==> src/rtl/ppm_pkg.sv <==
// Package: shared types and constants of the periodic position matcher.
package ppm_pkg;

    localparam int MAX_ATOMS_DEF = 64;
    localparam int FRAC_BITS_DEF = 32;

    localparam logic [1:0] CMD_LOAD_LAT = 2'd0;
    localparam logic [1:0] CMD_LOAD_REF = 2'd1;
    localparam logic [1:0] CMD_LOAD_ROT = 2'd2;
    localparam logic [1:0] CMD_RUN      = 2'd3;

    localparam logic CFG_ATOM_COUNT = 1'b0;
    localparam logic CFG_TOLERANCE  = 1'b1;

    typedef struct packed {
        logic [1:0]         cmd;
        logic [5:0]         slot;
        logic signed [31:0] lattice_value;
        logic [31:0]        frac_x;
        logic [31:0]        frac_y;
        logic [31:0]        frac_z;
    } in_item_t;

    typedef struct packed {
        logic [5:0] rotated_index;
        logic [5:0] mapped_index;
        logic       matched;
        logic       all_matched;
        logic       last;
    } out_item_t;

    typedef struct packed {
        logic [31:0] x;
        logic [31:0] y;
        logic [31:0] z;
    } pos_t;

    // Control from the sequencer to the row of cells.
    typedef struct packed {
        logic       clear;
        logic       assign_en;
        logic [5:0] ref_index;
        logic       shift;
    } cell_ctrl_t;

endpackage

==> src/rtl/ppm_cell.sv <==
// One cell of the assignment chain: holds the assignment of one rotated position.
module ppm_cell (
    input  logic                aclk,
    input  ppm_pkg::cell_ctrl_t ctrl,
    input  logic                sel,
    input  logic [6:0]          shift_in,
    output logic [6:0]          entry
);
    logic [6:0] entry_reg;

    // Shift hands the entry to the neighbor; clear empties the cell.
    always_ff @(posedge aclk) begin
        if (ctrl.clear) begin
            entry_reg <= '0;
        end else if (ctrl.shift) begin
            entry_reg <= shift_in;
        end else if (ctrl.assign_en && sel) begin
            entry_reg <= {1'b1, ctrl.ref_index};
        end
    end

    assign entry = entry_reg;
endmodule

==> config.mk <==
export PLATFORM = sky130hd
export DESIGN_NAME = ppm_cell
export DESIGN_NICKNAME = d
export VERILOG_FILES = /design/src/rtl/ppm_pkg.sv /design/src/rtl/ppm_cell.sv
export SDC_FILE = /design/constraint.sdc
export NUM_CORES = 1
export LEC_CHECK = 0
export ABC_AREA = 1
export CORE_AREA = 2 2 39 41
export CTS_CLUSTER_SIZE = 16
export DETAILED_ROUTE_END_ITERATION = 16
export DIE_AREA = 0 0 41 43
export DONT_BUFFER_PORTS = 1
export GPL_TIMING_DRIVEN = 0
export MAX_ROUTING_LAYER = met4
export SETUP_SLACK_MARGIN = 0.1
export SYNTH_ARGS = -nofsm -noshare
export SYNTH_HDL_FRONTEND = slang
export SYNTH_SLANG_ARGS = --single-unit
==> constraint.sdc <==
create_clock -name aclk -period 1.11 [get_ports aclk]
set_input_delay 0.222 -clock aclk [delete_from_list [all_inputs] [get_ports aclk]]
set_output_delay 0.222 -clock aclk [all_outputs]
set_load 0.005 [all_outputs]
==> results.json, run 1 <==
{
  "tns_ps": 0,
  "largest_reg_flops": 7,
  "fill_cells": 164,
  "r2r_end": "entry[3]",
  "status": "completed",
  "drtIter0Drc": 2,
  "synth_largest_area_cell": "dfxtp_1",
  "groute.usage.overall_pct": 12.26,
  "r2r_cells": 4,
  "grt_pass1_wl_um": 1317,
  "cp-end-kind": "output port",
  "required_ps": 890,
  "die-area_mm2": 0.001763,
  "fin_area_um2": 484.2,
  "setup_viol_count_final": 0,
  "area_growth_pct": 10.57,
  "post_layout_nonfiller_instances": 84,
  "multiInputGateArea_um2": 227.7,
  "antenna_found_initial": 0,
  "synth-edff-count": 0,
  "min_to": "entry[6]",
  "powerDensity_mw_per_mm2": 1316,
  "reg2reg_slack_ps": 400,
  "grt-ovfl-total": 0,
  "maxCapViolations": 0,
  "cts_made_buffers": 3,
  "gp_congestion": 0.6395,
  "coreArea_mm2": 0.001384,
  "finalHoldViolations": 0,
  "syn_avg_cell_area_um2": 6.843,
  "ys_seq_area_share_pct": 32.00,
  "min_path_type": "in2reg",
  "clock_sinks": 7,
  "post-cts-setup-buffers": 0,
  "ctsResizeCount": 0,
  "wl_um": 904,
  "dr_total_vias": 368,
  "min_delay_path_depth": 2,
  "period_needed_ps": 834.7,
  "clk_pin_slew_ps": 60,
  "power_leakage_nw": 0.2449,
  "tightest_slew_ps": 344.4,
  "cts_tree": "built",
  "yosys_register_bits": 7,
  "start_kind": "register",
  "pin_count": 25,
  "first_pass_iters": 2,
  "synth_area_um2": 437.9,
  "worst_clock_skew_ps": 0,
  "synth.distinct_cells": 12,
  "dp_cells": 80,
  "r2r_start": "entry[3]",
  "hp-start": "shift_in[6]",
  "synth-async-reset-ratio_pct": 0,
  "rsz0062_at_grt": "no",
  "worstPathMaxFanout": 2,
  "post_drt_wl_per_cell_um": 10.76,
  "ctsHoldBuffers": 0,
  "netlist_instances": 64,
  "critPathKind": "reg2out",
  "final_nets": 87,
  "yosysTopAreaCellShare_pct": 32.00,
  "synthTopCellsByArea": "dfxtp_1 32%, nand2_1 18%, nand3_2 14%",
  "viasPerCell": 4.381,
  "n_antenna_cell": 0,
  "htree_num_levels": 1,
  "synth_ff_type": "dfxtp_1",
  "slew_viol_final": 0,
  "synthMostInstantiatedCell": "nand2_1",
  "die_y_um": 43,
  "max_freq_ghz": 1.198,
  "clkLatencyLatePin_ps": 250,
  "drive_above_1_share_pct": 25.00,
  "grt_pass1_vias": 314,
  "root_buffer": "clkbuf_4",
  "ir_worst_vdd_v": 0.0003230,
  "rows": 14,
  "dpl_cell_area_um2": 457.9,
  "synthesis.nets": 82,
  "slew_headroom_pct": 77.04,
  "die-width_um": 41,
  "synth_common_cells": "21 x nand2_1, 12 x nor2_1, 8 x inv_1",
  "cts.path.max_buffers": 2,
  "synth_warnings": 0,
  "regArea_um2": 140.1,
  "route.detailed.drc": 0,
  "initial_core_util_pct": 31.65,
  "grt_max_degree": 11,
  "dpl.hpwl_um": 685.3,
  "port_buffers": 0,
  "antenna_left": 0,
  "fin_crit_sh_pct": 75.20,
  "critPathArrivalTime_ps": 610
}
[metrics by stage]
step	power, mW	util (%)	hold slack, ps	setup WS (ps)
3_5_place_dp	0.4080	33.09	415.1	215.4
3_3_place_gp	0.4043	33.09	398.7	230.0
4_1_cts	0.6482	34.99	150.4	261.0
6_report	0.6374	34.99	149.9	275.3
5_1_grt	0.6787	34.99	156.4	253.1
2_1_floorplan	0.3882	-	395.5	296.3
[cell families after synthesis]
| group | count (synthesis) | share of synthesized area, % |
|---|---|---|
| and+or+nand+nor | 43 | 47.71 |
| buffers and inverters | 11 | 16.00 |
| AOI/OAI and AO/OA | 3 | 4.284 |
| DFF | 7 | 32.00 |
[cell usage in the layout (no fill, tap or decap)]
cell	Yosys	routed
inv_6	1	1
a21oi_1	1	1
clkbuf_4	0	3
dfxtp_1	7	7
nand2_2	4	4
a21oi_2	1	1
o21ai_1	1	1
nor2_1	12	12
clkbuf_1	0	1
nand2_1	21	21
inv_1	8	8
nand3_2	6	6
buf_6	1	1
buf_12	1	1
[final cells by class]
| type | count | area share, % |
|---|---|---|
| sequential | 7 | 28.94 |
| buffer | 2 | 6.460 |
| tap | 16 | 4.134 |
| clock buffer | 4 | 5.426 |
| multi-input combinational | 46 | 47.03 |
| inverter | 9 | 8.010 |
[layer usage]
| layer | vias up | global-route usage, % | wire length [um] | share of wire, % |
|---|---|---|---|---|
| met1 | 149 | 13.87 | 393 | 43 |
| met5 | - | - | 0 | 0 |
| li1 | 201 | - | - | - |
| met4 | 0 | 10.00 | 12 | 1.3 |
| met3 | 2 | 4.712 | 74 | 8.2 |
| met2 | 16 | 16.25 | 424 | 47 |
[where the power goes]
group          total (mW)  switching (mW)  internal, mW
clock               0.238          0.0999         0.138
sequential          0.287          0.0148         0.273
combinational       0.112          0.0643        0.0481
[worst reg2reg max path, stage by stage, from the launching register on]
cell,delay [ps]
dfxtp_1,370
inv_1,60
nand3_2,60
nand2_1,50
nor2_1,110
[worst max path at each step]
stage	start	endpoint	slack, ps	cells after the start
floorplan	ctrl[0]	entry[0]	300	7
global placement	ctrl[0]	entry[6]	230	3
detailed placement	ctrl[0]	entry[3]	220	4
CTS	entry[3]	entry[3]	260	0
global route	entry[3]	entry[3]	250	0
finish	entry[3]	entry[3]	280	0
Power figures use the tool's default switching activity.
==> run 2: changes to the inputs <==
Settings changed: ABC_AREA 1 to 0.
Clock period 1.11 ns to 0.8 ns, I/O delays scaled along.
==> results.json, run 2 <==
{
  "status": "complete, but fails checks",
  "violations": "negative hold slack",
  "synth_warnings": 0,
  "netlist_instances": 38,
  "post-cts-setup-buffers": 0,
  "cts_tree": "built",
  "syn_avg_cell_area_um2": 10.57,
  "die-width_um": 41,
  "coreArea_mm2": 0.001384,
  "synth_largest_area_cell": "dfxtp_1",
  "pin_count": 25,
  "yosysTopAreaCellShare_pct": 34.89,
  "worst_clock_skew_ps": 0,
  "clkLatencyLatePin_ps": 250,
  "min_path_type": "in2reg",
  "slowest_stage": "dfxtp_2",
  "synth.area.mux_share_pct": 0,
  "yosys_register_bits": 7,
  "yosys.area_share.simple_pct": 17.76,
  "critPathKind": "reg2reg",
  "drive_above_1_share_pct": 76.19,
  "synthAdderAreaFrac_pct": 0,
  "wl_um": 1051,
  "max_freq_ghz": 1.293,
  "ys_seq_area_share_pct": 34.89,
  "tns_ps": 0,
  "finish.utilization_pct": 44.03,
  "initial_core_util_pct": 29.02,
  "final_nets": 61,
  "antenna_found_initial": 0,
  "synthTopCellsByArea": "dfxtp_1 35%, a2111oi_2 22%, nor4bb_1 15%",
  "groute.usage.overall_pct": 14.27,
  "dp_cells": 54,
  "tightest_slew_ps": 253.9,
  "cts_made_buffers": 3,
  "worstPathMaxFanout": 2,
  "dr_total_vias": 339,
  "grt_max_degree": 11,
  "synthesis.nets": 56,
  "power_leakage_nw": 0.2403,
  "period_needed_ps": 773.2,
  "synth_common_cells": "7 x a211oi_1, 7 x dfxtp_1, 6 x a2111oi_2, 6 x inv_1, 6 x nor4bb_1",
  "largest_reg_flops": 7,
  "clk_pin_slew_ps": 60,
  "synth.distinct_cells": 9,
  "fin_area_um2": 609.3,
  "htree_num_levels": 1,
  "antenna_left": 0,
  "start_kind": "register",
  "slew_viol_final": 0,
  "grt_pass1_vias": 388,
  "setup_viol_count_final": 0,
  "fin_crit_sh_pct": 96.65,
  "synth-compound-area-share_pct": 35.51,
  "critPathArrivalTime_ps": 920,
  "grt_pass1_wl_um": 1580,
  "synth-edff-count": 0,
  "route.detailed.drc": 0,
  "rsz0062_at_grt": "yes",
  "first_pass_iters": 1,
  "fin_ws_ps": 26.81,
  "pre_cts_slack_ps": 18.53,
  "post_drt_wl_per_cell_um": 18.12,
  "dpl.hpwl_um": 800.5,
  "cts.path.max_buffers": 2,
  "post_layout_nonfiller_instances": 58,
  "maxCapViolations": 0,
  "ir_worst_vdd_v": 0.0006321,
  "fin_hold_ws_ps": -26.42,
  "drtIter0Drc": 0,
  "clock_sinks": 7,
  "grt-ovfl-total": 0,
  "synth_area_um2": 401.6,
  "required_ps": 940,
  "gp_congestion": 0.5942,
  "finalHoldViolations": 7,
  "area_growth_pct": 51.71,
  "slowest_delay_ps": 350,
  "port_buffers": 0,
  "slew_headroom_pct": 83.04,
  "synth-xor-area-share_pct": 0,
  "synth_top_family_by_area": "compound AO/OA/AOI/OAI gates",
  "powerDensity_mw_per_mm2": 1525,
  "die_y_um": 43,
  "die-area_mm2": 0.001763,
  "final_common_cell": "dfxtp_2",
  "synth-async-reset-ratio_pct": 0,
  "n_antenna_cell": 0,
  "rows": 14,
  "dpl_cell_area_um2": 581.8,
  "path_cells": "a211oi_2, a2111oi_2",
  "synth_ff_type": "dfxtp_1",
  "viasPerCell": 5.845,
  "final_cell_mix": "7 x dfxtp_2, 6 x inv_1, 6 x a211oi_2, 6 x nor4bb_4, 6 x a2111oi_2",
  "cp-end-kind": "register",
  "root_buffer": "clkbuf_4"
}
## run 2: changes by cell type after synthesis, moves of 2 or more
cell	change
nand3_2	-6
nand2_1	-21
a2111oi_2	+6
nand2_2	-4
buf_2	+2
nor4bb_1	+6
inv_1	-2
nor2_1	-12
a211oi_1	+7
buf_4	+2
## run 2: area by class of cell
type | count | area [um^2]
Fill cell | 132 | 774.5
Multi-Input combinational cell | 21 | 334.1
Sequential cell | 7 | 148.9
Buffer | 4 | 57.56
Clock buffer | 4 | 26.28
Inverter | 6 | 22.52
Tap cell | 16 | 20.02
## run 2: repair_timing
| item | CTS | global route |
|---|---|---|
| hold endpoints to repair | 7 | 7 |
| resized for setup | 1 | 0 |
| setup endpoints to repair | 14 | 14 |
| pin swaps | 1 | 0 |
## run 2: worst paths after layout
kind	from	endpoint	slack, ps	cells past startpoint
worst max-delay path	entry[5]	entry[5]	30	2
worst min-delay path	ctrl[8]	entry[0]	-30	1
worst max register to register	entry[5]	entry[5]	30	2
worst min register to register	entry[4]	entry[4]	580	2
## run 2: kinds of logic after synthesis
family | after synthesis
flip-flops | 7
buffers and inverters | 10
AO/OA/AOI/OAI | 13
AND/OR/NAND/NOR | 8
## run 2: through the flow
stage          total power, mW  hold slack (ps)
3_5_place_dp            0.6114            235.7
5_1_grt                 0.9930           -45.62
2_1_floorplan           0.5856            232.3
4_1_cts                 0.9510           -35.40
3_3_place_gp            0.6021            233.5
6_report                0.9291           -26.42
## run 2: power breakdown
group | total [mW] | internal (mW) | leakage [nW] | switching (mW)
registers | 0.409 | 0.384 | 0.0602 | 0.0250
clock network | 0.328 | 0.191 | 0.0150 | 0.138
logic | 0.192 | 0.114 | 0.165 | 0.0774
## run 2: worst max-delay path, delay by kind of cell (launching register included)
family	cells	cell delay [ps]
compound gates	2	320
flops	1	350
## run 2: layer usage
layer,vias up,share of wire [%],track usage [%]
li1,159,-,-
met1,158,39,14.38
met2,20,50,21.56
met3,2,9.3,5.236
met4,0,1.0,10.00
met5,-,0,-
==> run 3: changes to the inputs <==
Settings changed: SETUP_SLACK_MARGIN 0.1 to not set.
==> results.json, run 3 (synthesis gave the netlist of run 2 again) <==
{
  "setup_viol_count_final": 0,
  "die-width_um": 41,
  "design_power_total_mw": 0.8618,
  "initial_core_util_pct": 29.02,
  "slew_headroom_pct": 77.53,
  "area_growth_pct": 19.94,
  "critPathArrivalTime_ps": 900,
  "required_ps": 920,
  "fill_cells": 147,
  "slew_viol_final": 0,
  "htree_num_levels": 1,
  "reg2reg_slack_ps": 10,
  "r2r_cells": 2,
  "fin_hold_ws_ps": -26.79,
  "groute.usage.overall_pct": 12.15,
  "final_nets": 61,
  "cp-end-kind": "register",
  "cts.path.max_buffers": 2,
  "post_drt_wl_per_cell_um": 16.41,
  "endpoint": "entry[2]",
  "grt_pass1_wl_um": 1380,
  "pre_cts_slack_ps": -88.70,
  "rows": 14,
  "power_leakage_nw": 0.1726,
  "clock_sinks": 7,
  "period_needed_ps": 788.5,
  "grt_pass1_vias": 342,
  "clk_pin_slew_ps": 60,
  "multiInputGateArea_um2": 240.2,
  "regArea_um2": 147.6,
  "largest_reg_flops": 7,
  "finalHoldViolations": 7,
  "status": "complete, but fails checks",
  "grt_max_degree": 11,
  "powerDensity_mw_per_mm2": 1789,
  "drtIter0Drc": 1,
  "r2r_start": "entry[2]",
  "drive_above_1_share_pct": 57.14,
  "first_pass_iters": 2,
  "die-area_mm2": 0.001763,
  "pin_count": 25,
  "fin_crit_sh_pct": 98.56,
  "antenna_left": 0,
  "tightest_slew_ps": 332.5,
  "coreArea_mm2": 0.001384,
  "ir_worst_vdd_v": 0.0006778,
  "worst_clock_skew_ps": 0,
  "post_layout_nonfiller_instances": 58,
  "worstPathMaxFanout": 2,
  "dr_total_vias": 329,
  "cts_made_buffers": 3,
  "tns_ps": 0,
  "route.detailed.drc": 0,
  "clkLatencyLatePin_ps": 240,
  "rsz0062_at_grt": "yes",
  "viasPerCell": 5.672,
  "antenna_found_initial": 0,
  "dp_cells": 54,
  "cts_tree": "built",
  "gp_congestion": 0.6235,
  "maxCapViolations": 0,
  "root_buffer": "clkbuf_4",
  "crit_start": "entry[2]",
  "final_cell_mix": "6 x inv_1, 6 x a2111oi_2, 6 x dfxtp_2",
  "critPathKind": "reg2reg",
  "port_buffers": 0,
  "start_kind": "register",
  "max_freq_ghz": 1.268,
  "n_antenna_cell": 0,
  "grt-ovfl-total": 0,
  "min_path_type": "in2reg",
  "wl_um": 952,
  "r2r_end": "entry[2]",
  "fin_ws_ps": 11.55,
  "die_y_um": 43,
  "violations": "negative hold slack"
}
run 3: worst min path at each step:
stage / depth (start not counted) / start / endpoint
after floorplan: 1 / ctrl[8] / entry[4]
final: 1 / ctrl[8] / entry[1]
after detailed placement: 1 / ctrl[8] / entry[4]
after global placement: 1 / ctrl[8] / entry[4]
after global routing: 1 / ctrl[8] / entry[1]
after CTS: 1 / ctrl[8] / entry[4]
run 3: per-stage QoR:
| step | utilization [%] | instance area [um^2] |
|---|---|---|
| final | 34.81 | 481.7 |
| after global routing | 34.81 | 481.7 |
| after CTS | 34.00 | 470.5 |
| after detailed placement | 30.92 | 427.9 |
| after global placement | 30.92 | 427.9 |
| after floorplan | - | 407.9 |
run 3: worst max-delay path, cell delays in order, from the launching register on:
cell and delay, ps:
dfxtp_2 320, a211oi_1 260, a2111oi_2 80
run 3: per-layer routing:
layer,global-route usage [%],vias to the layer above,wire [um]
met5,-,-,0
met4,6.000,0,0
met3,4.712,0,57
met2,19.06,14,509
met1,12.58,156,384
li1,-,159,-
run 3: power by group:
part | switching, mW | leakage, nW | total, mW | internal (mW)
clock | 0.133 | 0.0150 | 0.324 | 0.191
combinational | 0.0638 | 0.0977 | 0.132 | 0.0681
sequential | 0.0233 | 0.0599 | 0.406 | 0.383
run 3: what timing repair did:
action	CTS	global route
setup buffers	0	0
pin swaps	1	0
resized for setup	4	6
endpoints found under the setup margin	4	7
hold endpoints to repair	7	7
run 3: cell type report:
cell class | count | share of cell area (%)
Buffer | 4 | 5.195
Tap cell | 16 | 4.156
Clock buffer | 4 | 5.455
Inverter | 6 | 4.675
Multi-Input combinational cell | 21 | 49.87
Sequential cell | 7 | 30.65
